--- src/design/rotation_phase_tracker_assert.svh ---
// ----------------------------------------------------------------------------
// Rotation phase tracker assertion macros
// Shorthand for clocked implication checks, disabled while rst is high.
// ----------------------------------------------------------------------------
`ifndef ROTATION_PHASE_TRACKER_ASSERT_SVH
`define ROTATION_PHASE_TRACKER_ASSERT_SVH

// same-cycle implication
`define RPT_ASSERT_NOW(label, ante, cons, msg) \
  label: assert property (@(posedge clk) disable iff (rst) (ante) |-> (cons)) \
    else $error(msg);

// next-cycle implication
`define RPT_ASSERT_NEXT(label, ante, cons, msg) \
  label: assert property (@(posedge clk) disable iff (rst) (ante) |=> (cons)) \
    else $error(msg);

`endif

--- src/design/rpt_pkg.sv ---
// ----------------------------------------------------------------------------
// Rotation phase tracker package
// Widths, reset values and the controller/datapath interface types.
// ----------------------------------------------------------------------------
package rpt_pkg;

  localparam int TS_W             = 32;
  localparam int PHASE_W          = 30;
  localparam int STEP_W           = 32;
  localparam int DIVIDEND_W       = PHASE_W + 1;
  localparam int CNT_W            = $clog2(DIVIDEND_W);
  localparam int HISTORY_DEPTH    = 8;
  localparam int RING_IDX_W       = $clog2(HISTORY_DEPTH);
  localparam int MID_LO           = HISTORY_DEPTH / 2 - 1;
  localparam int MID_HI           = HISTORY_DEPTH / 2;
  localparam int NUM_SLICES_DEF   = 100;
  localparam int ANGLE_TOP_W      = 10;
  localparam int SLICE_SCALE_W    = 10;
  localparam int CFG_INDEX_W      = 2;
  localparam int CFG_DATA_W       = 32;

  localparam logic [CFG_INDEX_W-1:0] CFG_MIN_PERIOD = CFG_INDEX_W'(0);
  localparam logic [CFG_INDEX_W-1:0] CFG_DRIFT_RATE = CFG_INDEX_W'(1);

  localparam logic [TS_W-1:0]    MIN_PERIOD_RESET = TS_W'(10000);
  localparam logic [STEP_W-1:0]  STEP_RESET       = STEP_W'(256);
  localparam logic [PHASE_W-1:0] ZERO_RESET       =
    PHASE_W'(((64'd1 << PHASE_W) / 64'd360) * 64'd286);
  localparam logic [DIVIDEND_W-1:0] DIVIDEND      = DIVIDEND_W'(1) << PHASE_W;

  typedef struct packed {
    logic capture;
    logic edge_upd;
    logic sort_load;
    logic sort_pass;
    logic sort_odd;
    logic median;
    logic div_step;
    logic step_load;
    logic mul;
    logic acc;
    logic angle_upd;
    logic out_load;
  } rpt_cmd_t;

  typedef struct packed {
    logic take;
    logic med_zero;
  } rpt_status_t;

endpackage

--- src/design/rpt_ctrl.sv ---
// ----------------------------------------------------------------------------
// Rotation phase tracker controller
// Sequences edge bookkeeping, median sort, step divide and accumulation.
// ----------------------------------------------------------------------------
module rpt_ctrl
  import rpt_pkg::*;
(
  input  logic        clk,
  input  logic        rst,
  input  logic        in_valid,
  output logic        in_stall,
  output logic        out_valid,
  input  logic        out_stall,
  input  rpt_status_t status,
  output rpt_cmd_t    cmd
);

  localparam logic [3:0] S_IDLE   = 4'd0;
  localparam logic [3:0] S_EDGE   = 4'd1;
  localparam logic [3:0] S_SLOAD  = 4'd2;
  localparam logic [3:0] S_SORT   = 4'd3;
  localparam logic [3:0] S_MED    = 4'd4;
  localparam logic [3:0] S_DIV    = 4'd5;
  localparam logic [3:0] S_DSTORE = 4'd6;
  localparam logic [3:0] S_MUL    = 4'd7;
  localparam logic [3:0] S_ACC    = 4'd8;
  localparam logic [3:0] S_ANGLE  = 4'd9;
  localparam logic [3:0] S_OUT    = 4'd10;

  localparam logic [CNT_W-1:0] SORT_LAST = CNT_W'(HISTORY_DEPTH - 1);
  localparam logic [CNT_W-1:0] DIV_LAST  = CNT_W'(DIVIDEND_W - 1);

  logic [3:0]       state, state_next;
  logic [CNT_W-1:0] cnt, cnt_next;
  logic             out_free;

  assign in_stall = (state != S_IDLE);
  assign out_free = !out_valid || !out_stall;

  always_comb begin
    state_next = state;
    cnt_next   = cnt;
    cmd        = '0;
    case (state)
      S_IDLE: begin
        if (in_valid) begin
          cmd.capture = 1'b1;
          state_next  = S_EDGE;
        end
      end
      S_EDGE: begin
        cmd.edge_upd = 1'b1;
        state_next   = status.take ? S_SLOAD : S_MUL;
      end
      S_SLOAD: begin
        cmd.sort_load = 1'b1;
        cnt_next      = '0;
        state_next    = S_SORT;
      end
      S_SORT: begin
        cmd.sort_pass = 1'b1;
        cmd.sort_odd  = cnt[0];
        cnt_next      = cnt + 1'b1;
        if (cnt == SORT_LAST) begin
          state_next = S_MED;
        end
      end
      S_MED: begin
        cmd.median = 1'b1;
        cnt_next   = '0;
        state_next = S_DIV;
      end
      S_DIV: begin
        if (status.med_zero) begin
          state_next = S_MUL;
        end else begin
          cmd.div_step = 1'b1;
          cnt_next     = cnt + 1'b1;
          if (cnt == DIV_LAST) begin
            state_next = S_DSTORE;
          end
        end
      end
      S_DSTORE: begin
        cmd.step_load = 1'b1;
        state_next    = S_MUL;
      end
      S_MUL: begin
        cmd.mul    = 1'b1;
        state_next = S_ACC;
      end
      S_ACC: begin
        cmd.acc    = 1'b1;
        state_next = S_ANGLE;
      end
      S_ANGLE: begin
        cmd.angle_upd = 1'b1;
        state_next    = S_OUT;
      end
      S_OUT: begin
        if (out_free) begin
          cmd.out_load = 1'b1;
          state_next   = S_IDLE;
        end
      end
      default: begin
        state_next = S_IDLE;
      end
    endcase
  end

  always_ff @(posedge clk) begin
    if (rst) begin
      state     <= S_IDLE;
      cnt       <= '0;
      out_valid <= 1'b0;
    end else begin
      state <= state_next;
      cnt   <= cnt_next;
      if (cmd.out_load) begin
        out_valid <= 1'b1;
      end else if (!out_stall) begin
        out_valid <= 1'b0;
      end
    end
  end

  `include "rotation_phase_tracker_assert.svh"

  `RPT_ASSERT_NEXT(a_out_hold, state == S_OUT && out_valid && out_stall, state == S_OUT, "result overwritten while stalled")
  `RPT_ASSERT_NOW(a_div_count, state == S_DIV, cnt <= DIV_LAST, "divide count out of range")
  `RPT_ASSERT_NOW(a_out_source, $rose(out_valid), $past(state) == S_OUT, "result shown without load")

endmodule

--- src/design/rpt_datapath.sv ---
// ----------------------------------------------------------------------------
// Rotation phase tracker datapath
// Period ring, transposition sorter, restoring divider, phase accumulators.
// ----------------------------------------------------------------------------
module rpt_datapath
  import rpt_pkg::*;
#(
  parameter int  NUM_SLICES = NUM_SLICES_DEF,
  localparam int SLICE_W    = $clog2(NUM_SLICES)
) (
  input  logic                   clk,
  input  logic                   rst,
  input  logic                   cfg_valid,
  input  logic [CFG_INDEX_W-1:0] cfg_index,
  input  logic [CFG_DATA_W-1:0]  cfg_data,
  input  logic [TS_W-1:0]        timestamp_us,
  input  logic                   sync_in,
  input  rpt_cmd_t               cmd,
  output rpt_status_t            status,
  output logic [PHASE_W-1:0]     angle,
  output logic [SLICE_W-1:0]     slice_index
);

  localparam int SC_W   = $clog2(NUM_SLICES + 1);
  localparam int PROD_W = ANGLE_TOP_W + SC_W;

  logic [TS_W-1:0]        min_period_us;
  logic signed [TS_W-1:0] drift_rate;

  logic [TS_W-1:0]       ts;
  logic                  sync;
  logic [TS_W-1:0]       last_edge_time;
  logic [TS_W-1:0]       last_sample_time;
  logic                  prior_sync_level;
  logic [TS_W-1:0]       period_ring [HISTORY_DEPTH];
  logic [RING_IDX_W-1:0] ring_slot;
  logic [RING_IDX_W-1:0] ring_slot_next;
  logic [TS_W-1:0]       sort_v [HISTORY_DEPTH];
  logic [TS_W-1:0]       sort_next [HISTORY_DEPTH];
  logic [TS_W-1:0]       med;
  logic [TS_W:0]         med_sum;
  logic [TS_W-1:0]       rem;
  logic [DIVIDEND_W-1:0] quo;
  logic [TS_W:0]         trial;
  logic                  trial_ok;
  logic [STEP_W-1:0]     phase_step;
  logic [TS_W-1:0]       dtick;
  logic [TS_W-1:0]       elapsed;
  logic [TS_W-1:0]       mul_phase;
  logic [TS_W-1:0]       mul_drift;
  logic [PHASE_W-1:0]    phase_prod;
  logic [PHASE_W-1:0]    drift_prod;
  logic [PHASE_W-1:0]    phase_accum;
  logic [PHASE_W-1:0]    zero_offset;
  logic [PHASE_W-1:0]    angle_sum;
  logic [PROD_W-1:0]     slice_prod;

  assign elapsed         = ts - last_edge_time;
  assign ring_slot_next  = ring_slot + 1'b1;
  assign status.take     = (sync != prior_sync_level) && !sync && (elapsed > min_period_us);
  assign status.med_zero = (med == '0);

  assign med_sum  = {1'b0, sort_v[MID_LO]} + {1'b0, sort_v[MID_HI]};
  assign trial    = {rem, quo[DIVIDEND_W-1]};
  assign trial_ok = (trial >= {1'b0, med});

  assign mul_phase  = dtick * phase_step;
  assign mul_drift  = dtick * $unsigned(drift_rate);
  assign slice_prod = angle_sum[PHASE_W-1 -: ANGLE_TOP_W] * PROD_W'(NUM_SLICES);

  always_comb begin
    for (int i = 0; i < HISTORY_DEPTH; i++) begin
      sort_next[i] = sort_v[i];
    end
    for (int i = 0; i < HISTORY_DEPTH - 1; i++) begin
      if ((i[0] == cmd.sort_odd) && (sort_v[i] > sort_v[i+1])) begin
        sort_next[i]   = sort_v[i+1];
        sort_next[i+1] = sort_v[i];
      end
    end
  end

  always_ff @(posedge clk) begin
    if (rst) begin
      min_period_us <= MIN_PERIOD_RESET;
      drift_rate    <= '0;
    end else if (cfg_valid) begin
      case (cfg_index)
        CFG_MIN_PERIOD: min_period_us <= cfg_data;
        CFG_DRIFT_RATE: drift_rate    <= cfg_data;
        default: ;
      endcase
    end
  end

  always_ff @(posedge clk) begin
    if (rst) begin
      last_edge_time   <= '0;
      last_sample_time <= '0;
      prior_sync_level <= 1'b1;
      ring_slot        <= '0;
      phase_step       <= STEP_RESET;
      phase_accum      <= '0;
      zero_offset      <= ZERO_RESET;
      for (int i = 0; i < HISTORY_DEPTH; i++) begin
        period_ring[i] <= '0;
      end
    end else begin
      if (cmd.edge_upd) begin
        last_sample_time <= ts;
        if (sync != prior_sync_level) begin
          prior_sync_level <= sync;
          if (!sync) begin
            last_edge_time <= ts;
          end
        end
        if (status.take) begin
          ring_slot                   <= ring_slot_next;
          period_ring[ring_slot_next] <= elapsed;
        end
      end
      if (cmd.step_load) begin
        phase_step <= STEP_W'(quo);
      end
      if (cmd.acc) begin
        phase_accum <= phase_accum + phase_prod;
        zero_offset <= zero_offset + drift_prod;
      end
    end
  end

  always_ff @(posedge clk) begin
    if (cmd.capture) begin
      ts   <= timestamp_us;
      sync <= sync_in;
    end
    if (cmd.edge_upd) begin
      dtick <= ts - last_sample_time;
    end
    if (cmd.sort_load) begin
      sort_v <= period_ring;
    end else if (cmd.sort_pass) begin
      sort_v <= sort_next;
    end
    if (cmd.median) begin
      med <= med_sum[TS_W:1];
      rem <= '0;
      quo <= DIVIDEND;
    end else if (cmd.div_step) begin
      rem <= trial_ok ? TS_W'(trial - {1'b0, med}) : trial[TS_W-1:0];
      quo <= {quo[DIVIDEND_W-2:0], trial_ok};
    end
    if (cmd.mul) begin
      phase_prod <= mul_phase[PHASE_W-1:0];
      drift_prod <= mul_drift[PHASE_W-1:0];
    end
    if (cmd.angle_upd) begin
      angle_sum <= phase_accum + zero_offset;
    end
    if (cmd.out_load) begin
      angle       <= angle_sum;
      slice_index <= slice_prod[SLICE_SCALE_W +: SLICE_W];
    end
  end

endmodule

--- src/design/rotation_phase_tracker.sv ---
// ----------------------------------------------------------------------------
// Rotation phase tracker
// Angle of a spinning display from a once-per-turn sync, with slice index.
//
//   channel  handshake             payload
//   in       in_valid / in_stall   timestamp_us, sync_in
//   out      out_valid / out_stall angle, slice_index
//   cfg      cfg_valid / cfg_ready cfg_index, cfg_data
//
// A sample without a qualifying falling edge goes from accept through the edge,
// multiply, accumulate, angle and output states; one that enters the period ring
// also takes 8 sort passes on the transposition sorter and 31 restoring divide
// steps, and skips the divide when the median is zero.
// rst is synchronous; it restores the step, offsets and clears the ring.
// A stalled result holds; the next sample is taken while it waits.
// ----------------------------------------------------------------------------
module rotation_phase_tracker
  import rpt_pkg::*;
#(
  parameter int  NUM_SLICES = NUM_SLICES_DEF,
  localparam int SLICE_W    = $clog2(NUM_SLICES)
) (
  input  logic                   clk,
  input  logic                   rst,
  input  logic                   cfg_valid,
  output logic                   cfg_ready,
  input  logic [CFG_INDEX_W-1:0] cfg_index,
  input  logic [CFG_DATA_W-1:0]  cfg_data,
  input  logic                   in_valid,
  output logic                   in_stall,
  input  logic [TS_W-1:0]        timestamp_us,
  input  logic                   sync_in,
  output logic                   out_valid,
  input  logic                   out_stall,
  output logic [PHASE_W-1:0]     angle,
  output logic [SLICE_W-1:0]     slice_index
);

  rpt_cmd_t    cmd;
  rpt_status_t status;

  assign cfg_ready = 1'b1;

  rpt_ctrl u_ctrl (
    .clk       (clk),
    .rst       (rst),
    .in_valid  (in_valid),
    .in_stall  (in_stall),
    .out_valid (out_valid),
    .out_stall (out_stall),
    .status    (status),
    .cmd       (cmd)
  );

  rpt_datapath #(
    .NUM_SLICES (NUM_SLICES)
  ) u_datapath (
    .clk          (clk),
    .rst          (rst),
    .cfg_valid    (cfg_valid),
    .cfg_index    (cfg_index),
    .cfg_data     (cfg_data),
    .timestamp_us (timestamp_us),
    .sync_in      (sync_in),
    .cmd          (cmd),
    .status       (status),
    .angle        (angle),
    .slice_index  (slice_index)
  );

endmodule
--- config.mk ---
export PLATFORM = sky130hd
export DESIGN_NAME = rotation_phase_tracker
export DESIGN_NICKNAME = d
export VERILOG_FILES = /design/src/design/rpt_pkg.sv /design/src/design/rpt_ctrl.sv /design/src/design/rpt_datapath.sv /design/src/design/rotation_phase_tracker.sv
export VERILOG_INCLUDE_DIRS = /design/src /design/src/design
export SDC_FILE = /design/constraint.sdc
export NUM_CORES = 2
export LEC_CHECK = 0
export ABC_AREA = 0
export BUFFER_PORTS_ARGS = -buffer_cell sky130_fd_sc_hd__buf_2
export CAP_MARGIN = 20
export CORE_ASPECT_RATIO = 0.9
export CORE_UTILIZATION = 45
export CTS_CLUSTER_SIZE = 10
export DETAILED_ROUTE_END_ITERATION = 7
export GPL_TIMING_DRIVEN = 0
export SYNTH_ARGS = -nofsm -noshare
export SYNTH_HDL_FRONTEND = slang
export SYNTH_HIERARCHICAL = 1
export SYNTH_SLANG_ARGS = --single-unit
--- constraint.sdc ---
create_clock -name clk -period 18.7 [get_ports clk]
set_input_delay 2.805 -clock clk [delete_from_list [all_inputs] [get_ports clk]]
set_output_delay 2.805 -clock clk [all_outputs]
set_load 0.05 [all_outputs]
==> results.py <==
metrics = {
    "clocking": {
        "cts_setup_buffers": 0,
        "postCtsHoldBufs": 0,
        "htreeDepth": 3,
        "clock-root-buffer": "clkbuf_16",
        "cts_tree": "built",
        "postCtsResizedCells": 0,
        "clk_pin_slew_ns": 0.06,
        "numCtsBuffers": 119,
        "clkLatencyLatePin_ns": 0.80,
        "cts_sinks": 1025,
        "cts_buffer_depth": 3,
    },
    "worst_setup_path": {
        "worstSetupPathType": "reg2reg",
        "startpoint_type": "flip-flop",
        "end_kind": "flip-flop",
        "required_ns": 19.11,
        "cp.arrival_ns": 10.12,
        "cp_slowest_stage_delay_ns": 0.83,
        "path_max_fanout": 10,
        "cp_common_cell": "fa_1",
        "cp_slowest_cell": "clkbuf_1",
        "cpLargestDelayFamily": "adder cells",
        "critPathBufInv": 7,
    },
    "placed_design": {
        "portBuffers": 110,
        "dp.final_hpwl_um": 222000,
        "gp_congestion": 0.972,
    },
    "logic_synthesis": {
        "yosys_register_bits": 1025,
        "synth.yosys.warnings": 6,
        "netlist_instances": 9150,
        "synth_area_sq_um": 82900,
        "yosysSeqAreaShare": 0.305,
        "synthFlopType": "dfxtp_1",
        "synth_edf_count": 478,
        "yosysUniqueCellTypes": 91,
        "async_flop_share": 0,
        "syn_area_per_cell_sq_um": 9.06,
        "synth_fp_nets": 10700,
    },
    "floorplanning": {
        "core_sq_um": 183000,
        "rows": 149,
        "design.die.area_sq_um": 186000,
        "io_pins": 112,
        "die_h_um": 409,
        "initial_core_util": 0.453,
        "fp.dieW_um": 454,
    },
    "timing": {
        "finalMaxSlewViolations": 0,
        "timing.setup.tns_ns": 0,
        "relSlewSlack": 0.173,
        "worst_pin_slew_ns": 1.21,
        "fmax_ghz": 0.103,
        "setup_viol": 0,
        "final.setup_skew_ns": 0.0730,
        "rsz0062_at_grt": "no",
        "min_period_ns": 9.71,
        "fin_crit_sh": 0.519,
        "final_hold_viol_count": 0,
    },
    "global_route": {
        "grt_max_degree": 35,
        "grt_util_met2": 0.464,
        "grt_overflow": 0,
        "antenna_found_initial": 27,
        "use_met3": 0.0645,
        "track_usage": 0.300,
        "grt_pass1_wl_um": 418000,
        "busiest_layer": "met2",
        "first_global_vias": 65900,
        "met1_usage": 0.404,
    },
    "drt": {
        "drtAntennaViolNets": 0,
        "drc": 0,
        "viasPerCell": 5.59,
        "totalWireLength_um": 280000,
        "wire_per_inst_um": 23.4,
        "drt_iter0_drc": 6357,
        "dr.pass1.iters": 6,
        "vias": 66900,
    },
    "status": {
        "status": "complete, no violations",
    },
    "min_path": {
        "hp-class": "reg2reg",
    },
    "run": {
        "drv_cap": 0,
    },
    "power_and_ir_drop": {
        "powerDensity_nw_per_um2": 120,
        "leakage_nw": 39.1,
        "power.total_mw": 11.0,
        "peakVddDrop_mv": 0.100,
    },
    "final_layout": {
        "syn2layout_area_growth_pct": 9.96,
        "final_common_cell": "nand2_1",
        "finalNetCount": 10900,
        "drive_gt1_frac": 0.0437,
        "most-common-layout-cells": "nand2_1, inv_1, ha_1",
    },
}
[registers in the layout, indices dropped and copies added, names as in the netlist, 31 cells and up]
name,flops
u_datapath/last_edge_time,32
u_datapath/period_ring,256
u_datapath/sort_v,256
u_datapath/ts,32
u_datapath/min_period_us,32
u_datapath/quo,31
u_datapath/rem,32
u_datapath/med,32
[report_power, final]
part	switching (mW)	leakage [nW]	total, mW	internal (mW)
registers	0.588	8.88	3.56	2.97
clock network	0.975	1.76	2.25	1.28
logic	3.38	28.4	5.14	1.76
[cells by family (layout without fill, tap and decap cells)]
kind of cell,Yosys count,count (layout),synth area share
simple gates,2891,2891,0.158
buf+inv,1665,2043,0.0760
compound gates,1628,1628,0.123
fa+ha+maj,1450,1450,0.284
flops,1025,1025,0.305
xor+xnor,336,336,0.0355
mux,154,154,0.0186
other cells,1,12,0.0000452
[per-layer routing]
layer	vias up	wire length (um)
li1	30600	-
met1	32700	118000
met2	2837	123000
met3	637	25200
met4	10	13700
met5	-	167
[stage by stage]
step            util  instance area [sq um]  cells  setup WS [ns]  hold WS, ns
2_1_floorplan      -                  82900   9150          11.35        0.400
3_3_place_gp   0.472                  86500  11700           9.17        0.403
3_5_place_dp   0.477                  87300  11700           9.10        0.406
4_1_cts        0.497                  91000  11900           9.01        0.420
5_1_grt        0.498                  91100  12000           8.65        0.428
6_report       0.498                  91100  12000           8.99        0.419
[layout make-up]
| class | count | area, sq um |
|---|---|---|
| clock inverters | 18 | 307 |
| well taps | 2416 | 3020 |
| clock buffers | 204 | 3390 |
| inverters | 1218 | 4570 |
| flip-flops and latches | 1025 | 25300 |
| plain buffers | 447 | 1730 |
| multi-input cells | 6460 | 51500 |
| diodes | 11 | 27.5 |
| repair buffers | 156 | 1250 |
| fillers | 17400 | 91900 |
[final timing paths]
kind,startpoint,end,slack (ns),depth (start not counted)
hold reg to reg,u_datapath/angle_sum[6],u_datapath/angle[6],0.42,0
setup reg to reg,u_datapath/dtick[10],u_datapath/drift_prod[27],8.99,26
setup / recovery,u_datapath/dtick[10],u_datapath/drift_prod[27],8.99,26
hold / removal,u_datapath/angle_sum[6],u_datapath/angle[6],0.42,0
[synth_stat cells, types with 8 or more instances]
| master | number | area [sq um] |
|---|---|---|
| clkbuf_1 | 402 | 1510 |
| a21o_1 | 124 | 931 |
| a211oi_1 | 66 | 495 |
| nor2_1 | 425 | 1600 |
| mux2i_1 | 154 | 1540 |
| o21a_1 | 57 | 428 |
| and2_1 | 483 | 3020 |
| edfxtp_1 | 478 | 14400 |
| fa_1 | 717 | 14400 |
| nand4_1 | 61 | 382 |
| buf_1 | 16 | 60.1 |
| ha_1 | 733 | 9170 |
| and3_1 | 19 | 119 |
| nor3_1 | 83 | 415 |
| inv_1 | 1217 | 4570 |
| xor2_1 | 83 | 727 |
| a2111oi_0 | 9 | 78.8 |
| or3_1 | 25 | 156 |
| o31ai_1 | 19 | 143 |
| a22oi_1 | 96 | 721 |
| o21ai_1 | 12 | 60.1 |
| o21bai_1 | 40 | 300 |
| xnor2_1 | 253 | 2220 |
| a221o_1 | 67 | 671 |
| o31a_1 | 9 | 78.8 |
| nand3_1 | 61 | 305 |
| o21ai_0 | 357 | 1790 |
| o2111ai_1 | 8 | 70.1 |
| nand2_1 | 1538 | 5770 |
| a311oi_1 | 26 | 228 |
| dfxtp_1 | 547 | 11000 |
| or2_2 | 12 | 75.1 |
| o211ai_1 | 16 | 120 |
| a21oi_1 | 601 | 3010 |
| nor4_1 | 22 | 138 |
| buf_2 | 26 | 130 |
| a31oi_1 | 26 | 163 |
| nand2b_1 | 62 | 388 |
| a211o_1 | 14 | 123 |
| nor2b_1 | 59 | 369 |
Note: power is estimated with default switching activity, not from simulation.
